### src/hw/rtl/assert_macros.svh
// ----------------------------------------------------------------------------
// assert_macros.svh
// assertion helpers used by the rtl top
// ----------------------------------------------------------------------------
`ifndef ASSERT_MACROS_SVH
`define ASSERT_MACROS_SVH

// same-cycle implication
`define ASSERT_IMPLIES(label, clk, rst, ante, cons, msg) \
   label: assert property (@(posedge clk) disable iff (rst) (ante) |-> (cons)) \
      else $error(msg);

// next-cycle implication
`define ASSERT_NEXT(label, clk, rst, ante, cons, msg) \
   label: assert property (@(posedge clk) disable iff (rst) (ante) |=> (cons)) \
      else $error(msg);

`endif

### src/hw/rtl/wlfo_pkg.sv
// ----------------------------------------------------------------------------
// wlfo_pkg
// shared constants, codes and control types of the wavetable lfo
// ----------------------------------------------------------------------------
`default_nettype none

package wlfo_pkg;

   localparam int TABLE_DEPTH = 4096;
   localparam int ADDR_W      = $clog2(TABLE_DEPTH);
   localparam int FRAC_BITS   = 16;
   localparam int PHASE_W     = ADDR_W + FRAC_BITS;
   localparam int LEN_W       = ADDR_W + 1;
   localparam int SPAN_W      = LEN_W + FRAC_BITS;
   localparam int RED_W       = SPAN_W + ADDR_W;
   localparam int RED_CNT_W   = $clog2(ADDR_W);

   localparam int SAMPLE_W    = 16;
   localparam int GAIN_W      = 16;
   localparam int OUT_W       = 16;
   localparam int PROD1_W     = SAMPLE_W + FRAC_BITS + 2;
   localparam int PROD2_W     = SAMPLE_W + GAIN_W + 2;

   localparam int CSR_IDX_W   = 2;
   localparam int CSR_DATA_W  = PHASE_W;

   localparam logic [CSR_IDX_W-1:0] CSR_PHASE_INC  = 2'd0;
   localparam logic [CSR_IDX_W-1:0] CSR_TABLE_LEN  = 2'd1;
   localparam logic [CSR_IDX_W-1:0] CSR_DEPTH_GAIN = 2'd2;

   localparam logic OP_TICK  = 1'b0;
   localparam logic OP_WRITE = 1'b1;

   localparam logic [LEN_W-1:0]  LEN_RESET  = LEN_W'(TABLE_DEPTH);
   localparam logic [GAIN_W-1:0] GAIN_RESET = '1;

   typedef struct packed {
      logic                 write;
      logic                 reduce;
      logic [RED_CNT_W-1:0] shift;
      logic                 rd_lo;
      logic                 rd_hi;
      logic                 mul_diff;
      logic                 sum;
      logic                 scale;
      logic                 emit;
   } cmd_type;

   typedef struct packed {
      logic phase_over;
   } status_type;

endpackage

`default_nettype wire

### src/hw/rtl/wlfo_ctrl.sv
// ----------------------------------------------------------------------------
// wlfo_ctrl
// sequencer for table writes, phase reduction and the tick computation
// ----------------------------------------------------------------------------
`default_nettype none

module wlfo_ctrl (
   input  logic                 clock,
   input  logic                 reset,
   input  logic                 req_valid,
   output logic                 req_stall,
   input  logic                 req_operation,
   output logic                 rsp_valid,
   input  logic                 rsp_stall,
   input  wlfo_pkg::status_type status,
   output wlfo_pkg::cmd_type    cmd
);
   import wlfo_pkg::*;

   typedef enum logic [2:0] {
      ST_IDLE,
      ST_REDUCE,
      ST_RD_LO,
      ST_RD_HI,
      ST_MUL_DIFF,
      ST_SUM,
      ST_SCALE,
      ST_EMIT
   } state_type;

   state_type            state_ff;
   logic [RED_CNT_W-1:0] red_cnt_ff;
   logic                 rsp_valid_ff;
   logic                 accept;
   logic                 out_free;

   assign req_stall = (state_ff != ST_IDLE);
   assign accept    = req_valid && !req_stall;
   assign out_free  = !rsp_valid_ff || !rsp_stall;
   assign rsp_valid = rsp_valid_ff;

   always_comb begin
      cmd          = '0;
      cmd.write    = accept && (req_operation == OP_WRITE);
      cmd.reduce   = (state_ff == ST_REDUCE);
      cmd.shift    = red_cnt_ff;
      cmd.rd_lo    = (state_ff == ST_RD_LO);
      cmd.rd_hi    = (state_ff == ST_RD_HI);
      cmd.mul_diff = (state_ff == ST_MUL_DIFF);
      cmd.sum      = (state_ff == ST_SUM);
      cmd.scale    = (state_ff == ST_SCALE);
      cmd.emit     = (state_ff == ST_EMIT) && out_free;
   end

   always_ff @(posedge clock) begin
      if (reset) begin
         state_ff     <= ST_IDLE;
         red_cnt_ff   <= '0;
         rsp_valid_ff <= 1'b0;
      end else begin
         if (cmd.emit) begin
            rsp_valid_ff <= 1'b1;
         end else if (!rsp_stall) begin
            rsp_valid_ff <= 1'b0;
         end
         case (state_ff)
            ST_IDLE: begin
               if (accept && (req_operation == OP_TICK)) begin
                  if (status.phase_over) begin
                     red_cnt_ff <= RED_CNT_W'(ADDR_W - 1);
                     state_ff   <= ST_REDUCE;
                  end else begin
                     state_ff <= ST_RD_LO;
                  end
               end
            end
            ST_REDUCE: begin
               if (red_cnt_ff == '0) begin
                  state_ff <= ST_RD_LO;
               end else begin
                  red_cnt_ff <= red_cnt_ff - RED_CNT_W'(1);
               end
            end
            ST_RD_LO:    state_ff <= ST_RD_HI;
            ST_RD_HI:    state_ff <= ST_MUL_DIFF;
            ST_MUL_DIFF: state_ff <= ST_SUM;
            ST_SUM:      state_ff <= ST_SCALE;
            ST_SCALE:    state_ff <= ST_EMIT;
            ST_EMIT: begin
               if (out_free) begin
                  state_ff <= ST_IDLE;
               end
            end
            default: state_ff <= ST_IDLE;
         endcase
      end
   end

endmodule

`default_nettype wire
### config.mk
export PLATFORM = sky130hd
export DESIGN_NAME = wlfo_ctrl
export DESIGN_NICKNAME = d
export VERILOG_FILES = /design/src/hw/rtl/assert_macros.svh /design/src/hw/rtl/wlfo_pkg.sv /design/src/hw/rtl/wlfo_ctrl.sv
export SDC_FILE = /design/constraint.sdc
export NUM_CORES = 1
export LEC_CHECK = 0
export BUFFER_PORTS_ARGS = -buffer_cell sky130_fd_sc_hd__buf_2
export CAP_MARGIN = 20
export CORE_AREA = 2 2 39 41
export DETAILED_ROUTE_END_ITERATION = 10
export DIE_AREA = 0 0 41 43
export GPL_TIMING_DRIVEN = 0
export PLACE_DENSITY = 0.73
export REMOVE_ABC_BUFFERS = 1
export SLEW_MARGIN = 40
export SYNTH_ARGS = -nofsm -noshare
export SYNTH_HDL_FRONTEND = slang
export SYNTH_SLANG_ARGS = --single-unit
### constraint.sdc
create_clock -name clock -period 1.8 [get_ports clock]
set_clock_uncertainty 0.15 [all_clocks]
set_input_delay 0.09 -clock clock [delete_from_list [all_inputs] [get_ports clock]]
set_output_delay 0.09 -clock clock [all_outputs]
set_load 0.05 [all_outputs]
* Word-level counts from Yosys, hierarchy flattened *
Cells that the tools add are included.

storage, ports and cells
  word-level logic and storage cells = 43
  bits of input ports = 6
  bits in registers = 8
  output and inout bits = 14

cells by class
  add/subtract/negate cells = 1
  eq/ne operators = 13
  reduce and logical (&&, ||, !) cells = 14
  muxes and demuxes = 11
  bitwise operators = 1

operators with widths
  operator                                           count
  case mux 3 bit (8 select lines)                    1
  == test 3 bit (second input constant)              4
  two-way mux 4 bit                                  3
  two-way mux 3 bit                                  3
  != test 2 bit (second input constant)              4
  case mux 4 bit (2 select lines)                    1
  == test 3 x 2 -> 1 bit (second input constant)     2
  logical AND 1 bit                                  4
  zero test 4 bit                                    1
  != test 2 x 1 -> 1 bit (second input constant)     2
  AND reduction 4 bit                                1
  subtractor 4 x 1 -> 4 bit (second input constant)  1
  == test 3 x 1 -> 1 bit (second input constant)     1
  zero test 1 bit                                    3
  zero test 3 bit                                    1
  AND reduction 3 bit                                1
  nonzero test 3 bit                                 1
  two-way mux 1 bit                                  2
  two-way mux 2 bit                                  1
  nonzero test 2 bit                                 1
  logical OR 1 bit                                   1
  NOT 1 bit                                          1

* Logic depth before layout (Yosys ltp) *
Gate-level depths: netlist of the first run.

  depth after elaboration = 6
  depth in mapped cells = 5
  depth with buffers taken out = 5

* Least setup slack after synthesis of the first run *
Ideal clock, no wire load.

  kind = register to output
  start point = reg state_ff[0]
  end point = out cmd[1] (netlist name)
  cell stages (with the launch flop) = 3
  data arrival time = 1.681 ns
  path slack = -0.121 ns
  path buffers = 1
  required time = 1.560 ns
  cells stage by stage = dfxtp_1 > clkbuf_1 > nor3b_1

RTL lines
  what                    line             RTL
  start, declared         wlfo_ctrl.sv:31  state_type state_ff;
  start signal, assigned  wlfo_ctrl.sv:57  state_ff <= ST_IDLE;
  start signal, assigned  wlfo_ctrl.sv:71  state_ff <= ST_REDUCE;
  start signal, assigned  wlfo_ctrl.sv:73  state_ff <= ST_RD_LO;
  end, declared           wlfo_ctrl.sv:16  output wlfo_pkg::cmd_type cmd

* Worst setup path in the final report of the first run *
  start point = reg red_cnt_ff[0]
  end point = reg red_cnt_ff[1]

between the ends
  word-level cells in the longest chain between the ends = 3
  elaborated cells between the ends (all ways) = 6
  classes of those cells = add/sub: 1; eq/ne: 1; mux: 2; reduce/logical: 2

ends and longest elaborated chain
  what                                                                           line                              RTL
  start, declared                                                                wlfo_ctrl.sv:32                   logic [RED_CNT_W-1:0] red_cnt_ff;
  start signal, assigned                                                         wlfo_ctrl.sv:70                   red_cnt_ff <= RED_CNT_W'(ADDR_W - 1);
  start signal, assigned                                                         wlfo_ctrl.sv:81                   red_cnt_ff <= red_cnt_ff - RED_CNT_W'(1);
  subtractor 4 x 1 -> 4 bit / zero test 4 bit (equally long branches)            wlfo_ctrl.sv:81, wlfo_ctrl.sv:78
  two-way mux 4 bit / != test 2 bit (equally long branches)                      --
  case mux 4 bit (2 select lines) / AND reduction 4 bit (equally long branches)  --

Parallel ways exist; a longest one is shown, timed or not. The select of a mux whose other input is x is not followed.
A chain may end at the register's enable or synchronous reset.

==> results.md, run 1 <==
- Sequential share of the synthesized area: 0.293
- Worst slew margin: 0.749
- Fin. Hold Viols: 0
- Drt first-iter violations: 13
- Initial antenna violation count: 0
- Non-filler cells, final: 101
- Max incr delay on CP: 0.41 ns
- Highest Signal Layer: met3
- Avg Synthesized Cell Area: 8.54 um2
- Final Util: 0.496
- Synth Register Bits: 8
- Synthesized netlist cell count: 64
- Critical path arrival: 1.73 ns
- Crit start category: register
- Endpoints failing setup: 0
- Total Power: 683 uW
- Ys flop type: dfxtp_1
- Die outline height: 43 um
- Post-route ant nets: 0
- Num CTS Buffers: 3
- Metal2 WL: 574 um
- # fillers: 158
- N_diodes: 0
- CTS tree: built
- Reg2Reg Depth: 5
- # IOs: 20
- Max-slew violation count: 0
- DRT Wirelength: 1190 um
- Crit path max fanout: 5
- Total Routing Usage GR: 0.148
- Largest net degree at the start of global routing: 14
- Core area: 1380 um2
- Post-synth ARST share: 0
- H-tree depth: 1
- Max Cap Violations: 0
- Worst min path class: in -> reg
- Worst slew pin tran: 0.376 ns
- Row count: 14
- FMAX: 573 MHz
- CP Class: reg -> reg
- # DRC: 0
- Final period utilization: 0.969
- Drt pass-1 iters: 4
- GR Overflow Total: 0
- WHS Path Cells: 2
- Final net count: 95
- Clock Tree Root: clkbuf_4
- Initial Utilization: 0.395
- Clock transition at path regs: 0.05 ns
- CP max stage cell: or3b_4
- Sequential standard cell area: 163 um2
- Syn-to-layout area delta: 25.6%
- RSZ-0062 raised after global routing: no
- Crit. End Element: register
- Die width: 41 um
- Yosys Warn Count: 0
- Vias per cell: 5.28
- EDFF count, synth: 0
- P per Cell Area: 994 nW/um2
- Met3 wire len: 84 um
- Clock Sinks: 8
- Maximum VDD drop: 0.454 mV
- Met1 wire length: 536 um
- Multi-input logic area: 335 um2
- Port buffer count: 19
- Final setup TNS: 0 ns
- Distinct cells, synth: 30
- DP Wirelength: 818 um
- Min Clock Period, post-route: 1.74 ns
- Vias in the first global route: 450
- Final RePlAce weighted congestion: 0.733
- Post-Syn Area: 547 um2
- Worst-path cell chain: inv_1, ha_1, or3b_4, a22oi_2, mux2_4
- Layout cell share with drive strength beyond 1: 0.424
- Status: finished clean
- Worst Path Required: 1.79 ns
- Routed len/inst: 11.8 um
- Routed vias: 533
- Clock Latency Late Sink: 0.25 ns
- Clock Path Buffers: 2
- Placed Cells incl. Taps: 95
- Leakage: 0.000333 uW
- First-pass GRT wire length: 1790 um
- Die ar.: 1760 um2
final timing paths:
check	start	endpoint	slack [ns]
worst max-delay path	red_cnt_ff[0]	red_cnt_ff[1]	0.06
worst min-delay path	reset	rsp_valid	0.01
worst max register to register	red_cnt_ff[0]	red_cnt_ff[1]	0.06
worst min register to register	rsp_valid	rsp_valid	0.33
cells in the mapped netlist, types with 2 or more instances:
library cell,count,share of area
a21oi_1,7,0.064
a31oi_1,2,0.023
buf_6,2,0.041
dfxtp_1,8,0.29
ha_1,2,0.046
inv_1,7,0.048
nand2_1,2,0.014
nand3_1,4,0.037
nand4_1,2,0.023
nor2_1,5,0.034
nor3_1,3,0.027
nor3b_1,2,0.027
power breakdown:
group | leakage [uW] | switching (uW) | internal, uW
Clock | 0.0000138 | 60.1 | 76.2
Sequential | 0.0000661 | 38.4 | 198
Combinational | 0.000253 | 204 | 106
Total | 0.000333 | 302 | 381
critical path: cells and delay by family (launching register included):
family	cells	cell delay, ns
compound gates	1	0.18
fa+ha+maj	1	0.14
buf+inv	1	0.10
flops	1	0.33
mux	1	0.32
simple gates	1	0.41
sequential cells by signal, summed over array words and instances (netlist names):
name	flops
red_cnt_ff	4
rsp_valid	1
state_ff	3
timing repair:
item / 4_1_cts / 5_1_grt
hold buffers: 1 / 0
resized for setup: 0 / 3
setup endpoints to repair: 1 / 1
hold endpoints to repair: 1 / 0
setup buffers: 2 / 0
logic make-up (layout without fill, tap and decap cells):
family	after synthesis	count (layout)	synth area share
compound gates	16	16	0.224
buf+inv	11	32	0.105
simple gates	26	26	0.304
mux	1	1	0.0275
flops	8	8	0.293
fa+ha+maj	2	2	0.0458
through the flow:
stage | instance area [um2] | hold slack [ns] | setup slack, ns
after floorplan | 515 | 0.00907 | -0.236
after global placement | 631 | 0.218 | 0.0814
after detailed placement | 631 | 0.218 | 0.0672
after CTS | 678 | 0.0101 | 0.00445
after global routing | 687 | 0.0153 | 0.0185
final | 687 | 0.0131 | 0.0556
layer usage:
metal	GRT usage	up-vias
met3	0.0419	0
li1	-	274
met2	0.213	16
met4	0.0600	0
met5	0	-
met1	0.201	243
area by class of cell:
cell class	instances	share of cell area
clock buffer	3	0.0328
inverter	7	0.0383
multi-input combinational	45	0.488
sequential	8	0.237
tap	16	0.0291
timing repair buffer	22	0.175
cells in the final DEF, fill, tap and decap left out, types with 2 or more instances in the layout:
master	instances
a21oi_1	7
a31oi_1	2
buf_2	19
buf_4	2
clkbuf_4	3
dfxtp_1	6
dfxtp_2	2
ha_1	2
inv_1	7
nand2_1	2
nand3_1	4
nand4_1	2
nor2_1	5
nor3_1	3
nor3b_1	2
Power figures use the tool's default switching activity.
==> run 2, diff against run 1 <==
--- a/config.mk
+++ b/config.mk
@@ -11,7 +11,7 @@
 export DETAILED_ROUTE_END_ITERATION = 10
 export DIE_AREA = 0 0 41 43
 export GPL_TIMING_DRIVEN = 0
-export PLACE_DENSITY = 0.73
+export PLACE_DENSITY = 0.66
 export REMOVE_ABC_BUFFERS = 1
 export SLEW_MARGIN = 40
 export SYNTH_ARGS = -nofsm -noshare
==> results.md, run 2 (synthesized netlist as in run 1, its figures left out) <==
- Status: finished clean
- Routed len/inst: 11.2 um (-5.6%)
- Die ar.: 1760 um2 (unchanged)
- Final RePlAce weighted congestion: 0.712 (-2.8%)
- Post-route ant nets: 0 (unchanged)
- CP Class: reg -> reg
- Internal reg-to-reg setup slack: 0.06 ns (about the same)
- Max FFs per register: 4 (unchanged)
- DRT Wirelength: 1130 um (-5.6%)
- Clock transition at path regs: 0.06 ns (about the same)
- Most common cell after layout, fill and taps aside: buf_2
- Drt first-iter violations: 12 (-1)
- First-pass GRT wire length: 1660 um (-7.7%)
- GR Overflow Total: 0 (unchanged)
- Clock Tree Root: clkbuf_4
- Layout cell share with drive strength beyond 1: 0.424 (unchanged)
- CTS tree: built
- Worst min path class: in -> reg
- DP Wirelength: 800 um (-2.3%)
- Clock Path Buffers: 2 (unchanged)
- Final net count: 95 (unchanged)
- Row count: 14 (unchanged)
- Max incr delay on CP: 0.40 ns (about the same)
- Largest net degree at the start of global routing: 14 (unchanged)
- Total Routing Usage GR: 0.135 (-0.0131)
- P per Cell Area: 989 nW/um2 (-0.53%)
- Most frequent cells in the layout: 19 x buf_2, 7 x a21oi_1, 7 x inv_1
- Final period utilization: 0.967 (-0.00167)
- FMAX: 574 MHz (+0.17%)
- Endpoints failing setup: 0 (unchanged)
- CP max stage cell: or3b_4
- Die width: 41 um (unchanged)
- Post-place setup slack: 0.0561 ns (-0.0111 ns)
- Largest Register: red_cnt_ff
- Maximum VDD drop: 0.494 mV (+8.8%)
- Port buffer count: 19 (unchanged)
- Max Cap Violations: 0 (unchanged)
- Num CTS Buffers: 3 (unchanged)
- Initial antenna violation count: 0 (unchanged)
- Vias in the first global route: 397 (-12%)
- Non-filler cells, final: 101 (unchanged)
- RSZ-0062 raised after global routing: no
- Crit path max fanout: 5 (unchanged)
- Post-layout worst setup margin: 0.0586 ns (+0.00300 ns)
- Die outline height: 43 um (unchanged)
- # IOs: 20 (unchanged)
- Top Family by Delay on Critical Path: simple AND/OR/NAND/NOR gates
- Placed Cells incl. Taps: 95 (unchanged)
- Worst-path cell chain: inv_1, ha_1, or3b_4, a22oi_2, mux2_4
- Initial Utilization: 0.395 (unchanged)
- Max-slew violation count: 0 (unchanged)
- Routed vias: 523 (-1.9%)
- Fin. Hold Viols: 0 (unchanged)
- N_diodes: 0 (unchanged)
- Drt pass-1 iters: 4 (unchanged)
- Vias per cell: 5.18 (-1.9%)
- Crit start category: register
- Final Util: 0.496 (unchanged)
- Critical path arrival: 1.72 ns (about the same)
- Crit. End Element: register
- H-tree depth: 1 (unchanged)
- Syn-to-layout area delta: 25.6% (unchanged)
- Clock Latency Late Sink: 0.25 ns (about the same)
- Min Clock Period, post-route: 1.74 ns (-0.00300 ns)
- Buf+Inv Stages, Crit Path: 1 (unchanged)
- Core area: 1380 um2 (unchanged)
- # DRC: 0 (unchanged)
- Worst Path Required: 1.78 ns (about the same)
- Worst slew pin tran: 0.444 ns (+0.0688 ns)
- Clock Sinks: 8 (unchanged)
- Worst slew margin: 0.703 (-0.0459)
- Leakage: 0.000333 uW (about the same)
[run 2: cell counts in the layout (fill, tap and decap cells not counted)]
Identical to the previous run, type by type.
[run 2: layer usage]
layer | wire (um) | global-route usage | up-vias
li1 | - | - | 274
met1 | 576 | 0.205 | 228
met2 | 469 | 0.175 | 19
met3 | 77 | 0.0314 | 2
met4 | 4 | 0.0600 | 0
met5 | 0 | 0 | -
[run 2: timing repair]
| item | CTS | global route |
|---|---|---|
| pin swaps | 0 | 0 |
| endpoints found under the setup margin | 2 | 2 |
| hold buffers | 1 | 0 |
| buffers inserted | 2 | 0 |
| resized for setup | 1 | 2 |
| endpoints found under the hold margin | 1 | 0 |
[run 2: final cells by class]
class	instances	area, um2
timing repair buffer	22	120
clock buffer	3	22.5
fill	138	697
tap	16	20.0
inverter	7	26.3
multi-input combinational	45	335
sequential	8	163
[run 2: path summary, 6_finish.rpt]
kind	endpoint	cells after the start	startpoint
hold reg to reg	rsp_valid	2	rsp_valid
setup / recovery	red_cnt_ff[1]	5	red_cnt_ff[0]
hold / removal	red_cnt_ff[2]	2	reset
setup reg to reg	red_cnt_ff[1]	5	red_cnt_ff[0]
[run 2: worst reg2reg max path: cells and delay by family, from the launching register on]
family                   cells  cell delay [ns]
AO/OA/AOI/OAI                1             0.19
flip-flops                   1             0.33
AND/OR/NAND/NOR              1             0.40
adder cells (fa/ha/maj)      1             0.14
buffers and inverters        1             0.10
multiplexers                 1             0.31
[run 2: metrics by stage]
stage                     total power, uW  hold WS [ns]  TNS [ns]  area, um2
after floorplan                       464       0.00907    -0.807        515
after global placement                526         0.216         0        631
after detailed placement              529         0.222         0        631
after CTS                             683        0.0101         0        684
after global routing                  716        0.0491         0        687
final                                 679       0.00761         0        687
[run 2: report_power, final]
part | switching (uW) | total, uW | internal (uW)
registers | 39.6 | 239 | 199
logic | 201 | 307 | 106
clock network | 57.5 | 134 | 76.1
total | 298 | 679 | 381
==> run 3, diff against run 2 <==
--- a/config.mk
+++ b/config.mk
@@ -11,6 +11,7 @@
 export DETAILED_ROUTE_END_ITERATION = 10
 export DIE_AREA = 0 0 41 43
 export GPL_TIMING_DRIVEN = 0
+export MAX_ROUTING_LAYER = met4
 export PLACE_DENSITY = 0.66
 export REMOVE_ABC_BUFFERS = 1
 export SLEW_MARGIN = 40
==> results.md, run 3 (synthesized netlist as in run 1, its figures left out) <==
- Status: finished clean
- WHS Path Cells: 2 (unchanged)
- Post-route ant nets: 0 (unchanged)
- Reg2reg end: red_cnt_ff[1]
- Vias per cell: 5.16 (-0.38%)
- Crit. End Element: register
- Leakage: 0.000333 uW (unchanged)
- Num CTS Buffers: 3 (unchanged)
- Top Family by Delay on Critical Path: simple AND/OR/NAND/NOR gates
- Worst slew margin: 0.703 (about the same)
- FMAX: 574 MHz (unchanged)
- Layout cell share with drive strength beyond 1: 0.424 (unchanged)
- Largest net degree at the start of global routing: 14 (unchanged)
- Max incr delay on CP: 0.40 ns (about the same)
- CP Class: reg -> reg
- Worst-path cell chain: inv_1, ha_1, or3b_4, a22oi_2, mux2_4
- Die outline height: 43 um (unchanged)
- Worst min path class: in -> reg
- Worst slew pin tran: 0.444 ns (-0.000112 ns)
- Routed len/inst: 11.1 um (-0.35%)
- Endpoints failing setup: 0 (unchanged)
- CP max stage cell: or3b_4
- H-tree depth: 1 (unchanged)
- Core area: 1380 um2 (unchanged)
- Maximum VDD drop: 0.494 mV (about the same)
- Buf+Inv Stages, Crit Path: 1 (unchanged)
- Syn-to-layout area delta: 25.6% (unchanged)
- P per Cell Area: 989 nW/um2 (about the same)
- Clock transition at path regs: 0.06 ns (about the same)
- Non-filler cells, final: 101 (unchanged)
- Die width: 41 um (unchanged)
- Max Cap Violations: 0 (unchanged)
- Largest Register: red_cnt_ff
- Die ar.: 1760 um2 (unchanged)
- Clock Sinks: 8 (unchanged)
- Internal reg-to-reg setup slack: 0.06 ns (about the same)
- Worst Path Required: 1.78 ns (about the same)
- Post-layout worst setup margin: 0.0586 ns (unchanged)
- Drt first-iter violations: 19 (+7)
- Clock Tree Root: clkbuf_4
- Clock Latency Late Sink: 0.25 ns (about the same)
- Total Routing Usage GR: 0.138 (+0.00334)
- Reg2Reg Depth: 5 (unchanged)
- HP Start: reset
- Fin. Hold Viols: 0 (unchanged)
- Vias in the first global route: 394 (-0.76%)
- Max FFs per register: 4 (unchanged)
- # IOs: 20 (unchanged)
- Clock Path Buffers: 2 (unchanged)
- DP Wirelength: 800 um (unchanged)
- Critical path arrival: 1.72 ns (about the same)
- Port buffer count: 19 (unchanged)
- Placed Cells incl. Taps: 95 (unchanged)
- RSZ-0062 raised after global routing: no
- Final net count: 95 (unchanged)
- Min Clock Period, post-route: 1.74 ns (unchanged)
- Row count: 14 (unchanged)
- Most common cell after layout, fill and taps aside: buf_2
- Initial Utilization: 0.395 (unchanged)
- # DRC: 0 (unchanged)
- First-pass GRT wire length: 1660 um (unchanged)
- Initial antenna violation count: 0 (unchanged)
- N_diodes: 0 (unchanged)
- Reg-to-Reg Start: red_cnt_ff[0]
- Post-place setup slack: 0.0561 ns (unchanged)
- Final RePlAce weighted congestion: 0.720 (+1.2%)
- Crit path max fanout: 5 (unchanged)
- Crit start category: register
- CTS tree: built
- Routed vias: 521 (-0.38%)
- DRT Wirelength: 1120 um (-0.35%)
- Drt pass-1 iters: 4 (unchanged)
- GR Overflow Total: 0 (unchanged)
- Most frequent cells in the layout: 19 x buf_2, 7 x a21oi_1, 7 x inv_1
- Final period utilization: 0.967 (unchanged)
- Max-slew violation count: 0 (unchanged)
- Worst Hold End: red_cnt_ff[2]
-- run 3: cell counts in the layout (fill, tap and decap cells not counted) --
Identical to the previous run, type by type.
-- run 3: area by class of cell --
type                            instances  area, um2
Inverter                                7       26.3
Timing Repair Buffer                   22        120
Sequential cell                         8        163
Multi-Input combinational cell         45        335
Tap cell                               16       20.0
Fill cell                             138        697
Clock buffer                            3       22.5
-- run 3: worst max path at each step --
stage / depth (start not counted) / slack, ns / end / start
after floorplan: 2 / -0.24 / cmd[1] / state_ff[1]
after global placement: 5 / 0.08 / red_cnt_ff[1] / red_cnt_ff[0]
after detailed placement: 3 / 0.06 / red_cnt_ff[1] / state_ff[0]
after CTS: 5 / 0.06 / red_cnt_ff[1] / red_cnt_ff[0]
after global routing: 5 / 0.03 / red_cnt_ff[2] / state_ff[2]
final: 5 / 0.06 / red_cnt_ff[1] / red_cnt_ff[0]
-- run 3: through the flow --
stage          instance area (um2)  TNS (ns)  power, uW  hold WS [ns]   util
2_1_floorplan                  515    -0.807        464       0.00907      -
3_3_place_gp                   631         0        526         0.216  0.456
3_5_place_dp                   631         0        529         0.222  0.456
4_1_cts                        684         0        683        0.0101  0.495
5_1_grt                        687         0        716        0.0491  0.496
6_report                       687         0        679       0.00754  0.496
-- run 3: timing repair --
item                       CTS  global route
hold buffers                 1             0
cloned                       0             0
hold endpoints to repair     1             0
setup endpoints to repair    2             2
gates resized for setup      1             2
setup buffers                2             0
-- run 3: layer usage --
layer  global-route usage  vias to the layer above  wire length [um]
li1                     -                      273                 -
met1                0.205                      227               574
met2                0.175                       19               467
met3               0.0314                        2                77
met4               0.0600                        0                 4
met5                    -                        -                 0
-- run 3: report_power, final --
part | switching [uW] | internal [uW] | leakage [uW]
Clock | 57.5 | 76.1 | 0.0000138
Sequential | 39.7 | 199 | 0.0000660
Combinational | 201 | 106 | 0.000253
